## src/rtl/utce_pkg.sv

```systemverilog
// shared types, constants and tables for the utc date to epoch seconds converter
`timescale 1ns / 1ps

package utce_pkg;

    // range limits for the input fields
    localparam logic [15:0] MIN_YEAR   = 16'd2024;
    localparam logic [7:0]  MAX_MONTH  = 8'd12;
    localparam logic [7:0]  MAX_DAY    = 8'd31;
    localparam logic [7:0]  MAX_HOUR   = 8'd23;
    localparam logic [7:0]  MAX_MINUTE = 8'd59;
    localparam logic [7:0]  MAX_SECOND = 8'd59;

    // calendar constants
    localparam logic [8:0]  YEARS_PER_ERA    = 9'd400;
    localparam logic [8:0]  DAYS_PER_YEAR    = 9'd365;
    localparam logic [17:0] DAYS_PER_ERA     = 18'd146097;
    localparam logic [19:0] EPOCH_DAY_OFFSET = 20'd719468;
    localparam logic [16:0] SECS_PER_DAY     = 17'd86400;
    localparam logic [11:0] SECS_PER_HOUR    = 12'd3600;
    localparam logic [5:0]  SECS_PER_MINUTE  = 6'd60;

    // reciprocals of 25: q16 exact for x < 4681, q10 exact for x < 1024
    localparam logic [11:0] RECIP25_Q16 = 12'd2622;
    localparam logic [5:0]  RECIP25_Q10 = 6'd41;

    // widths of intermediate values
    localparam int ERA_W  = 8;
    localparam int DOY_W  = 9;
    localparam int YOE_W  = 9;
    localparam int DOE_W  = 18;
    localparam int DAYS_W = 25;
    localparam int TOD_W  = 17;
    localparam int EPOCH_W = 41;

    // register stages inside the day counter
    localparam int DAYS_LAT = 4;

    typedef struct packed {
        logic [15:0] year;
        logic [7:0]  month;
        logic [7:0]  day;
        logic [7:0]  hour;
        logic [7:0]  minute;
        logic [7:0]  second;
    } req_t;

    typedef struct packed {
        logic               valid_res;
        logic [EPOCH_W-1:0] epoch_seconds;
    } res_t;

    // march-based date handed to the day counter
    typedef struct packed {
        logic [15:0] yy;
        logic [3:0]  mp;
        logic [4:0]  dom;
    } date_t;

    // day counter result
    typedef struct packed {
        logic              valid;
        logic [DAYS_W-1:0] days;
    } days_t;

    // days before the first of each month, year starting in march
    function automatic logic [DOY_W-1:0] month_offset(input logic [3:0] mp);
        logic [DOY_W-1:0] ofs;
        case (mp)
            4'd0:    ofs = 9'd0;
            4'd1:    ofs = 9'd31;
            4'd2:    ofs = 9'd61;
            4'd3:    ofs = 9'd92;
            4'd4:    ofs = 9'd122;
            4'd5:    ofs = 9'd153;
            4'd6:    ofs = 9'd184;
            4'd7:    ofs = 9'd214;
            4'd8:    ofs = 9'd245;
            4'd9:    ofs = 9'd275;
            4'd10:   ofs = 9'd306;
            4'd11:   ofs = 9'd337;
            default: ofs = 9'd0;
        endcase
        return ofs;
    endfunction

endpackage

```

## src/rtl/utc_date_to_epoch_seconds.sv

```systemverilog
// top level: utc date and time to unix epoch seconds, six-stage pipeline
`timescale 1ns / 1ps

// Converts one UTC date and time to seconds since 1970-01-01 00:00:00 UTC.
// A transfer is taken at every rising edge where start is high and busy is
// low; busy is never raised, so a new item may enter on every clock and the
// block sustains one conversion per cycle. Each item comes back as a
// single-cycle done strobe with result after passing the six register
// stages (range check and time of day, era by reciprocal multiply, year of
// era, day of era, day count, day count times 86400), each holding no more
// than two constant multiplies and a short add chain. The receiver cannot
// hold results off, and none is ever dropped. Fields are
// checked as year at least 2024, month 1 to 12, day 1 to 31 (no month-length
// check, so February 31 rolls into March), hour up to 23, minute and second
// up to 59. A failed check returns valid_res 0 with epoch_seconds 0. Year
// 65535 still fits the 41-bit result.

module utc_date_to_epoch_seconds (
    input  logic            clk,
    input  logic            rst_n,
    input  logic            start,
    output logic            busy,
    input  utce_pkg::req_t  req,
    output logic            done,
    output utce_pkg::res_t  result
);

    // stage 1: range check, march-based date, time of day
    logic                          s1_valid_reg;
    logic                          s1_ok_reg;
    logic                          s1_ok_next;
    utce_pkg::date_t               s1_date_reg;
    utce_pkg::date_t               s1_date_next;
    logic [utce_pkg::TOD_W-1:0]    s1_tod_reg;
    logic [19:0]                   hour_secs;
    logic [13:0]                   min_secs;
    logic [19:0]                   tod_sum;
    logic                          early_month;

    // side band that travels next to the day counter
    logic                          ok_dly_reg  [utce_pkg::DAYS_LAT];
    logic [utce_pkg::TOD_W-1:0]    tod_dly_reg [utce_pkg::DAYS_LAT];

    utce_pkg::days_t               days_out;

    // output stage
    logic                          done_reg;
    utce_pkg::res_t                result_reg;
    utce_pkg::res_t                result_next;
    logic [41:0]                   day_secs;
    logic [41:0]                   epoch_sum;

    // never stalls: every cycle can take a new transfer
    assign busy = 1'b0;

    assign s1_ok_next = (req.year >= utce_pkg::MIN_YEAR)
                     && (req.month != 8'd0) && (req.month <= utce_pkg::MAX_MONTH)
                     && (req.day != 8'd0) && (req.day <= utce_pkg::MAX_DAY)
                     && (req.hour <= utce_pkg::MAX_HOUR)
                     && (req.minute <= utce_pkg::MAX_MINUTE)
                     && (req.second <= utce_pkg::MAX_SECOND);

    // january and february count as months of the previous year
    assign early_month       = (req.month <= 8'd2);
    assign s1_date_next.yy   = req.year - {15'd0, early_month};
    assign s1_date_next.mp   = early_month ? (req.month[3:0] + 4'd9)
                                           : (req.month[3:0] - 4'd3);
    assign s1_date_next.dom  = req.day[4:0];

    // out-of-range fields only feed results that are zeroed later
    assign hour_secs = {12'd0, req.hour} * {8'd0, utce_pkg::SECS_PER_HOUR};
    assign min_secs  = {6'd0, req.minute} * {8'd0, utce_pkg::SECS_PER_MINUTE};
    assign tod_sum   = hour_secs + {6'd0, min_secs} + {12'd0, req.second};

    always_ff @(posedge clk or negedge rst_n)
    begin
        if (!rst_n)
        begin
            s1_valid_reg <= 1'b0;
            done_reg     <= 1'b0;
        end
        else
        begin
            s1_valid_reg <= start && !busy;
            done_reg     <= days_out.valid;
        end
    end

    always_ff @(posedge clk)
    begin
        s1_ok_reg   <= s1_ok_next;
        s1_date_reg <= s1_date_next;
        s1_tod_reg  <= tod_sum[16:0];
    end

    utce_days u_days (
        .clk    (clk),
        .rst_n  (rst_n),
        .valid  (s1_valid_reg),
        .date   (s1_date_reg),
        .result (days_out)
    );

    // keep check result and time of day aligned with the day count
    always_ff @(posedge clk)
    begin
        ok_dly_reg[0]  <= s1_ok_reg;
        tod_dly_reg[0] <= s1_tod_reg;
        for (int i = 1; i < utce_pkg::DAYS_LAT; i++)
        begin
            ok_dly_reg[i]  <= ok_dly_reg[i-1];
            tod_dly_reg[i] <= tod_dly_reg[i-1];
        end
    end

    // seconds = days * 86400 + time of day, zero when a check failed
    assign day_secs  = {17'd0, days_out.days} * {25'd0, utce_pkg::SECS_PER_DAY};
    assign epoch_sum = day_secs + {25'd0, tod_dly_reg[utce_pkg::DAYS_LAT-1]};

    always_comb
    begin
        result_next.valid_res = ok_dly_reg[utce_pkg::DAYS_LAT-1];
        if (ok_dly_reg[utce_pkg::DAYS_LAT-1])
        begin
            result_next.epoch_seconds = epoch_sum[40:0];
        end
        else
        begin
            result_next.epoch_seconds = '0;
        end
    end

    always_ff @(posedge clk)
    begin
        result_reg <= result_next;
    end

    assign done   = done_reg;
    assign result = result_reg;

`ifndef SYNTHESIS
    // every accepted transfer is followed by a done strobe
    assert property (@(posedge clk) disable iff (!rst_n)
        (start && !busy) |-> ##6 done)
    else $error("accepted transfer did not produce a result after six cycles");

    // no result without a matching accepted transfer before it
    assert property (@(posedge clk) disable iff (!rst_n)
        done |-> $past(start && !busy, 6))
    else $error("result strobe without matching transfer");

    // a failed range check always reports zero seconds
    assert property (@(posedge clk) disable iff (!rst_n)
        (done && !result.valid_res) |-> (result.epoch_seconds == '0))
    else $error("invalid result carries nonzero seconds");

    // a valid result can never precede 2024-01-01 00:00:00
    assert property (@(posedge clk) disable iff (!rst_n)
        (done && result.valid_res) |-> (result.epoch_seconds >= 41'd1704067200))
    else $error("valid result earlier than the minimum year");
`endif

endmodule

```

## src/rtl/utce_days.sv

```systemverilog
// four-stage day counter: march-based date to days since 1970-01-01
`timescale 1ns / 1ps

module utce_days (
    input  logic             clk,
    input  logic             rst_n,
    input  logic             valid,
    input  utce_pkg::date_t  date,
    output utce_pkg::days_t  result
);

    // stage 2: era and day of year
    logic                          s2_valid_reg;
    logic [15:0]                   s2_yy_reg;
    logic [utce_pkg::ERA_W-1:0]    s2_era_reg;
    logic [utce_pkg::DOY_W-1:0]    s2_doy_reg;
    logic [23:0]                   era_prod;
    logic [utce_pkg::ERA_W-1:0]    s2_era_next;
    logic [utce_pkg::DOY_W-1:0]    s2_doy_next;

    // stage 3: year of era
    logic                          s3_valid_reg;
    logic [utce_pkg::ERA_W-1:0]    s3_era_reg;
    logic [utce_pkg::DOY_W-1:0]    s3_doy_reg;
    logic [utce_pkg::YOE_W-1:0]    s3_yoe_reg;
    logic [15:0]                   era_years;
    logic [15:0]                   yoe_full;

    // stage 4: day of era
    logic                          s4_valid_reg;
    logic [utce_pkg::ERA_W-1:0]    s4_era_reg;
    logic [utce_pkg::DOE_W-1:0]    s4_doe_reg;
    logic [utce_pkg::DOE_W-1:0]    yoe_days;
    logic [6:0]                    leap4;
    logic [12:0]                   cent_prod;
    logic [utce_pkg::DOE_W-1:0]    s4_doe_next;

    // stage 5: days since epoch
    logic                          s5_valid_reg;
    logic [utce_pkg::DAYS_W-1:0]   s5_days_reg;
    logic [25:0]                   era_days;
    logic [25:0]                   days_sum;

    // yy / 400 as (yy >> 4) / 25 via reciprocal
    assign era_prod    = {12'd0, date.yy[15:4]} * {12'd0, utce_pkg::RECIP25_Q16};
    assign s2_era_next = era_prod[23:16];
    assign s2_doy_next = utce_pkg::month_offset(date.mp)
                       + {4'd0, date.dom} - 9'd1;

    assign era_years = {8'd0, s2_era_reg} * {7'd0, utce_pkg::YEARS_PER_ERA};
    assign yoe_full  = s2_yy_reg - era_years;

    // yoe * 365 + yoe / 4 - yoe / 100 + doy
    assign yoe_days  = {9'd0, s3_yoe_reg} * {9'd0, utce_pkg::DAYS_PER_YEAR};
    assign leap4     = s3_yoe_reg[8:2];
    assign cent_prod = {6'd0, leap4} * {7'd0, utce_pkg::RECIP25_Q10};
    assign s4_doe_next = yoe_days + {11'd0, leap4} - {15'd0, cent_prod[12:10]}
                       + {9'd0, s3_doy_reg};

    assign era_days = {18'd0, s4_era_reg} * {8'd0, utce_pkg::DAYS_PER_ERA};
    assign days_sum = era_days + {8'd0, s4_doe_reg}
                    - {6'd0, utce_pkg::EPOCH_DAY_OFFSET};

    always_ff @(posedge clk or negedge rst_n)
    begin
        if (!rst_n)
        begin
            s2_valid_reg <= 1'b0;
            s3_valid_reg <= 1'b0;
            s4_valid_reg <= 1'b0;
            s5_valid_reg <= 1'b0;
        end
        else
        begin
            s2_valid_reg <= valid;
            s3_valid_reg <= s2_valid_reg;
            s4_valid_reg <= s3_valid_reg;
            s5_valid_reg <= s4_valid_reg;
        end
    end

    always_ff @(posedge clk)
    begin
        s2_yy_reg   <= date.yy;
        s2_era_reg  <= s2_era_next;
        s2_doy_reg  <= s2_doy_next;
        s3_era_reg  <= s2_era_reg;
        s3_doy_reg  <= s2_doy_reg;
        s3_yoe_reg  <= yoe_full[8:0];
        s4_era_reg  <= s3_era_reg;
        s4_doe_reg  <= s4_doe_next;
        s5_days_reg <= days_sum[24:0];
    end

    assign result.valid = s5_valid_reg;
    assign result.days  = s5_days_reg;

endmodule
```

## config.mk

```make
export PLATFORM = sky130hd
export DESIGN_NAME = utc_date_to_epoch_seconds
export DESIGN_NICKNAME = d
export VERILOG_FILES = /design/src/rtl/utce_pkg.sv /design/src/rtl/utc_date_to_epoch_seconds.sv /design/src/rtl/utce_days.sv
export SDC_FILE = /design/constraint.sdc
export NUM_CORES = 1
export LEC_CHECK = 0
export ABC_AREA = 1
export BUFFER_PORTS_ARGS = -buffer_cell sky130_fd_sc_hd__buf_2
export CORE_ASPECT_RATIO = 1.2
export CORE_MARGIN = 2
export CORE_UTILIZATION = 65
export DETAILED_ROUTE_END_ITERATION = 6
export GPL_ROUTABILITY_DRIVEN = 1
export GPL_TIMING_DRIVEN = 0
export PLACE_DENSITY = 0.83
export SKIP_CTS_REPAIR_TIMING = 1
export SLEW_MARGIN = 25
export SYNTH_ARGS = -nofsm -noshare
export SYNTH_HDL_FRONTEND = slang
export SYNTH_HIERARCHICAL = 1
export SYNTH_SLANG_ARGS = --single-unit
export TNS_END_PERCENT = 30
```

## constraint.sdc

```tcl
create_clock -name clk -period 10.3 [get_ports clk]
set_clock_uncertainty 0.2 [all_clocks]
set_input_delay 2.06 -clock clk [delete_from_list [all_inputs] [get_ports clk]]
set_output_delay 2.06 -clock clk [all_outputs]
set_load 0.02 [all_outputs]
```

# After elaboration in Yosys (flattened, before gate mapping)

Memory sizes are Yosys's and may differ from the RTL's. A register that Yosys moved wholly into a read port is not among the register bits.
Index checks and enable logic that the tools add are counted.
W data, S select, Z words.

Memories: 3
Bits of input ports: 59
Bits in read-only memories: 144
RAM bits: 72
Output and inout port bits: 44
Register bits: 190
Word-level logic and storage cells: 63

Muxes and demuxes: 1
$add $sub $neg: 14
$mul: 8
$lt $le $gt $ge: 7
Reduce and logical (&&, ||, !) cells: 9

Memory list:

| memory           | words | width | rd ports | clocked after Yosys merged registers in | wr ports | RTL line                        | RTL |
|---|---|---|---|---|---|---|---|
| (name not given) | 16    | 9     | 1        | 1                                       | 0        | utce_pkg.sv:69                  | `case (mp)` |
| tod_dly_reg      | 4     | 17    | 4        | 0                                       | 4        | utc_date_to_epoch_seconds.sv:42 | `logic [utce_pkg::TOD_W-1:0] tod_dly_reg [utce_pkg::DAYS_LAT];` |
| ok_dly_reg       | 4     | 1     | 4        | 0                                       | 4        | utc_date_to_epoch_seconds.sv:41 | `logic ok_dly_reg [utce_pkg::DAYS_LAT];` |

Operator list:

| cell                     | count |
|---|---|
| $add A41 B17 Y41         | 1 |
| $mul A25 B10 Y34 const B | 1 |
| $add A25 B18 Y25         | 1 |
| $mul A8 B18 Y25 const B  | 1 |
| $sub A25 B20 Y25 const B | 1 |
| $mul A12 B11 Y23 const B | 1 |
| $add A18 B7 Y18          | 1 |
| $add A18 B9 Y18          | 1 |
| $mul A9 B9 Y18 const B   | 1 |
| $sub A18 B3 Y18          | 1 |
| $add A17 B14 Y17         | 1 |
| $add A17 B8 Y17          | 1 |
| $ge A16 B11 Y1 const B   | 1 |
| $le A8 B5 Y1 const B     | 2 |
| $le A8 B6 Y1 const B     | 2 |
| $reduce_bool A8 Y1       | 2 |
| $sub A16 B1 Y16          | 1 |
| $mul A7 B6 Y13 const B   | 1 |
| $mul A8 B8 Y13 const B   | 1 |
| $mul A8 B4 Y12 const B   | 1 |
| $add A9 B5 Y9            | 1 |
| $sub A9 B1 Y9 const B    | 1 |
| $sub A9 B9 Y9            | 1 |
| $le A8 B2 Y1 const B     | 1 |
| other kinds (6)          | 12 |

# Depth between registers and ports, before layout

Depth after elaboration: 8
Gate-level depth with buffers: 31
Gate-level depth less buffers: 31

# Modules after synthesis

Netlist, hierarchy kept.

Modules (own cells, without submodules):

| module                    | instances | sequential area each (sq um) | cells an instance | area each (sq um) |
|---|---|---|---|---|
| utce_days                 | 1         | 2162.1                       | 1356              | 12296.8 |
| utc_date_to_epoch_seconds | 1         | 3193.1                       | 1544              | 12161.7 |

# Least setup slack after synthesis

OpenSTA, ideal clock, no wires.

Path type: input -> register
From: input port req[8] (netlist name)
To: register s1_tod_reg[15] (netlist name)
Stages on the path: 20
Required time: 9.976 ns
Library setup time: 0.124 ns
Buffers on the path: 0
Arrival: 5.804 ns
Path slack: 4.172 ns
Cell sequence: fa_1 > fa_1 > inv_1 > fa_1 > o21ai_0 > a21oi_1 > o21ai_0 > xnor2_1 > inv_1 > ha_1 > ha_1 > a21oi_1 > o21ai_0 > a21oi_1 > o21ai_0 > nand2_1 > inv_1 > o21ai_0 > nand2_1 > xor2_1

Longest elaborated chain between the ends: 3

RTL lines:

| what                  | RTL line                        | RTL |
|---|---|---|
| start, declared       | utc_date_to_epoch_seconds.sv:23 | `input utce_pkg::req_t req,` |
| $mul A8 B4 Y12        | utc_date_to_epoch_seconds.sv:72 | `assign min_secs = {6'd0, req.minute} * {8'd0, utce_pkg::SECS_PER_MINUTE};` |
| $add A17 B14 Y17      | utc_date_to_epoch_seconds.sv:73 | `assign tod_sum = hour_secs + {6'd0, min_secs} + {12'd0, req.second};` |
| $add A17 B8 Y17       | utc_date_to_epoch_seconds.sv:73 |  |
| named net tod_sum[15] | utc_date_to_epoch_seconds.sv:37 | `logic [19:0] tod_sum;` |
| end signal, assigned  | utc_date_to_epoch_seconds.sv:93 | `s1_tod_reg <= tod_sum[16:0];` |
| end, declared         | utc_date_to_epoch_seconds.sv:34 | `logic [utce_pkg::TOD_W-1:0] s1_tod_reg;` |

The timed path passes the listed nets, and every way through them passes these cells.
A chain may end at the register's enable or synchronous reset.

# Worst setup path in the final report

From: register u_days/s3_yoe_reg[4] (netlist name)
To: register u_days/s4_doe_reg[10] (netlist name)

Longest elaborated chain between the ends: 4
Elaborated cells between the ends (all ways): 5
Those cells by class: 3 x add/sub; 2 x mul

RTL lines:

| what                                   | RTL line        | RTL |
|---|---|---|
| start, declared                        | utce_days.sv:25 | `logic [utce_pkg::YOE_W-1:0] s3_yoe_reg;` |
| start signal, assigned                 | utce_days.sv:89 | `s3_yoe_reg <= yoe_full[8:0];` |
| $mul A9 B9 Y18                         | utce_days.sv:54 | `assign yoe_days = {9'd0, s3_yoe_reg} * {9'd0, utce_pkg::DAYS_PER_YEAR};` |
| $add A18 B7 Y18                        | utce_days.sv:57 | `assign s4_doe_next = yoe_days + {11'd0, leap4} - {15'd0, cent_prod[12:10]}` |
| $sub A18 B3 Y18 *                      | utce_days.sv:57 |  |
| $add A18 B9 Y18 *                      | utce_days.sv:58 | `+ {9'd0, s3_doy_reg};` |
| named net u_days.s4_doe_next (one bit) | utce_days.sv:36 | `logic [utce_pkg::DOE_W-1:0] s4_doe_next;` |
| end signal, assigned                   | utce_days.sv:91 | `s4_doe_reg <= s4_doe_next;` |
| end, declared                          | utce_days.sv:32 | `logic [utce_pkg::DOE_W-1:0] s4_doe_reg;` |

Mark *: on every way through the listed nets, which the timed path passes. The rest lies on a longest branch.

==> results.cfg <==
[run_status]
outcome = completed

[floorplanning]
initial_utilization_pct = 66.1
dieArea_sq_um = 39200
rows = 77
die_h_um = 216
die_w_um = 181
io_pins = 103
core_area_sq_um = 37000

[detailed_routing]
dr.pass1.iters = 5
drt-total-wl_mm = 51.9
viasPerCell = 5.33
final_antenna_net_count = 0
wl_per_cell_um = 14.7
drtIter0Drc = 617
drc = 0
vias = 18800

[finish]
drive_gt1_share_pct = 6.56
finalNonFillerCells = 3523
n_antenna_cell = 0
utilization_pct = 71.6
layout.nets = 3787
num-fill-cells = 2853
syn2layout_area_growth_pct = 8.25
largest_reg_flops = 68

[clocking]
clock_sinks = 266
cts_root_buffer = clkbuf_16
cts-buffers-inserted = 27
htree_levels = 1
clockBufferDepth = 3
clkLatencyLatePin_ns = 0.57
cts_tree = yes
clk_pin_slew_ns = 0.07

[sta]
hold_violations = 0
period_needed_ns = 6.34
max_slew_margin_pct = 54.9
worst_pin_slew_ns = 0.676
finalSetupTns_ns = 0
post-route-period-util_pct = 61.6
setup_viol = 0
final_max_slew_viol_count = 0
max_freq_mhz = 158
rsz0062_at_grt = no
hold_ws_ns = 0.115

[logic_synthesis]
synth_fp_nets = 3657
async_flop_share_pct = 2.26
yosys.area.top_type = ha_1
seq_area_frac_synth_pct = 21.9
muxShareOfSynthArea_pct = 0
ys_types = 48
yosys.area_share.simple_pct = 15.9
synth-xor-area-share_pct = 3.62
synth_compound_area_share_pct = 5.97
avgSynthCellArea_sq_um = 8.43
synth_top_family_by_area = adder cells
synth.area.top_cells = ha_1 24%, dfxtp_1 21%, fa_1 18%, inv_1 10%, nand2_1 8.3%
yosys.area_share.adder_pct = 42.5
synth_warnings = 6
synth_ff_type = dfxtp_1
synth_seq_cells = 266
postSynthCellCount = 2900
yosysMostFrequentCell = inv_1
synth_top_area_share_pct = 24.5
synthesis.area_sq_um = 24500
synthTopCellsByCount = 649 x inv_1, 540 x nand2_1, 478 x ha_1
synth_edf_count = 0

[global_routing]
grt_pass1_vias = 19900
grt_first_pass_wirelength_mm = 88.6
grtUsageTotal_pct = 27.4
overflow = 0
grt_max_degree = 17
antenna_found_initial = 0

[placed_design]
dp.cells = 3475
dp_hpwl_mm = 43.1
place_congestion = 0.901
port_buffers = 101

[setup_path]
required_ns = 10.55
slowest_delay_ns = 0.69
crit_type = flop to flop
worstSetupStartpointType = flop
crit_fanout = 9
critical_path_arrival_ns = 6.59
cp_slowest_cell = dfxtp_1
end_kind = flop
path_common_cell = inv_1

[flow_run]
drv_cap = 0

[hold_path]
worst_hold_path_type = flop to flop
[cell families (layout without fill, tap and decap cells)]
group	Yosys count	after routing
buffers and inverters	661	810
flip-flops	266	266
AO/OA/AOI/OAI	258	258
XOR/XNOR	101	101
adder cells (fa/ha/maj)	698	698
other	1	1
AND/OR/NAND/NOR	915	915
[stage by stage]
| step | setup WS [ns] | instance area [sq um] |
|---|---|---|
| after floorplan | 4.17 | 24500 |
| after global placement | 3.77 | 25600 |
| after detailed placement | 3.70 | 25600 |
| after CTS | 4.01 | 26500 |
| after global routing | 3.63 | 26500 |
| final | 3.96 | 26500 |
[final timing paths]
| path | from | endpoint | slack [ns] | depth (start not counted) |
|---|---|---|---|---|
| max | u_days/s3_yoe_reg[4] | u_days/s4_doe_reg[10] | 3.96 | 29 |
| min | u_days/s2_doy_reg[8] | u_days/s3_doy_reg[8] | 0.11 | 0 |
| max reg2reg | u_days/s3_yoe_reg[4] | u_days/s4_doe_reg[10] | 3.96 | 29 |
| min reg2reg | u_days/s2_doy_reg[8] | u_days/s3_doy_reg[8] | 0.11 | 0 |
| max in group asynchronous | rst_n | u_days/s2_valid_reg | 8.66 | 1 |
| min in group asynchronous | rst_n | done | 1.10 | 1 |
[critical path: cells and delay by family, from the launching register on]
kind / cells / cell delay (ns)
and+or+nand+nor: 6 / 0.67
buffers and inverters: 9 / 0.58
AOI/OAI and AO/OA: 3 / 0.74
xor gates and xnor gates: 1 / 0.22
adders and majority gates: 10 / 3.09
DFF: 1 / 0.69
[routing by layer]
metal / track usage (%) / wire [um] / vias up
met2: 56.0 / 28800 / 380
met3: 2.34 / 1480 / 133
met4: 9.81 / 1710 / 0
li1: - / - / 9347
met1: 28.6 / 19900 / 8903
met5: 0 / 0 / -
[cells in the final DEF (no fill, tap or decap), types with 7 or more instances in the layout]
cell type	Yosys	layout
nand2_2	13	13
a21o_1	14	14
o21ai_0	67	67
o21bai_1	15	15
buf_2	1	102
fa_1	220	220
xor2_1	60	60
xnor2_1	41	41
nand3_1	117	117
nor2_2	9	9
dfxtp_1	260	260
nor4_1	7	7
ha_1	478	478
a21oi_1	130	130
nand4_1	33	33
nor3_1	25	25
nand2_1	540	540
nor2_1	149	149
clkbuf_16	0	27
inv_1	649	649
[final cells by class]
cell class / count / area, sq um / area share (%)
inverters: 655 / 2460 / 9.29
clock buffers: 33 / 728 / 2.75
repair buffers: 101 / 505 / 1.91
multi-input cells: 1973 / 16600 / 62.8
plain buffers: 6 / 31.3 / 0.118
well taps: 474 / 593 / 2.24
flip-flops and latches: 266 / 5360 / 20.2
clock inverters: 15 / 190 / 0.718
Power is not shown: default switching activity piles up to over one toggle a cycle in this logic, so the estimate is an artifact.
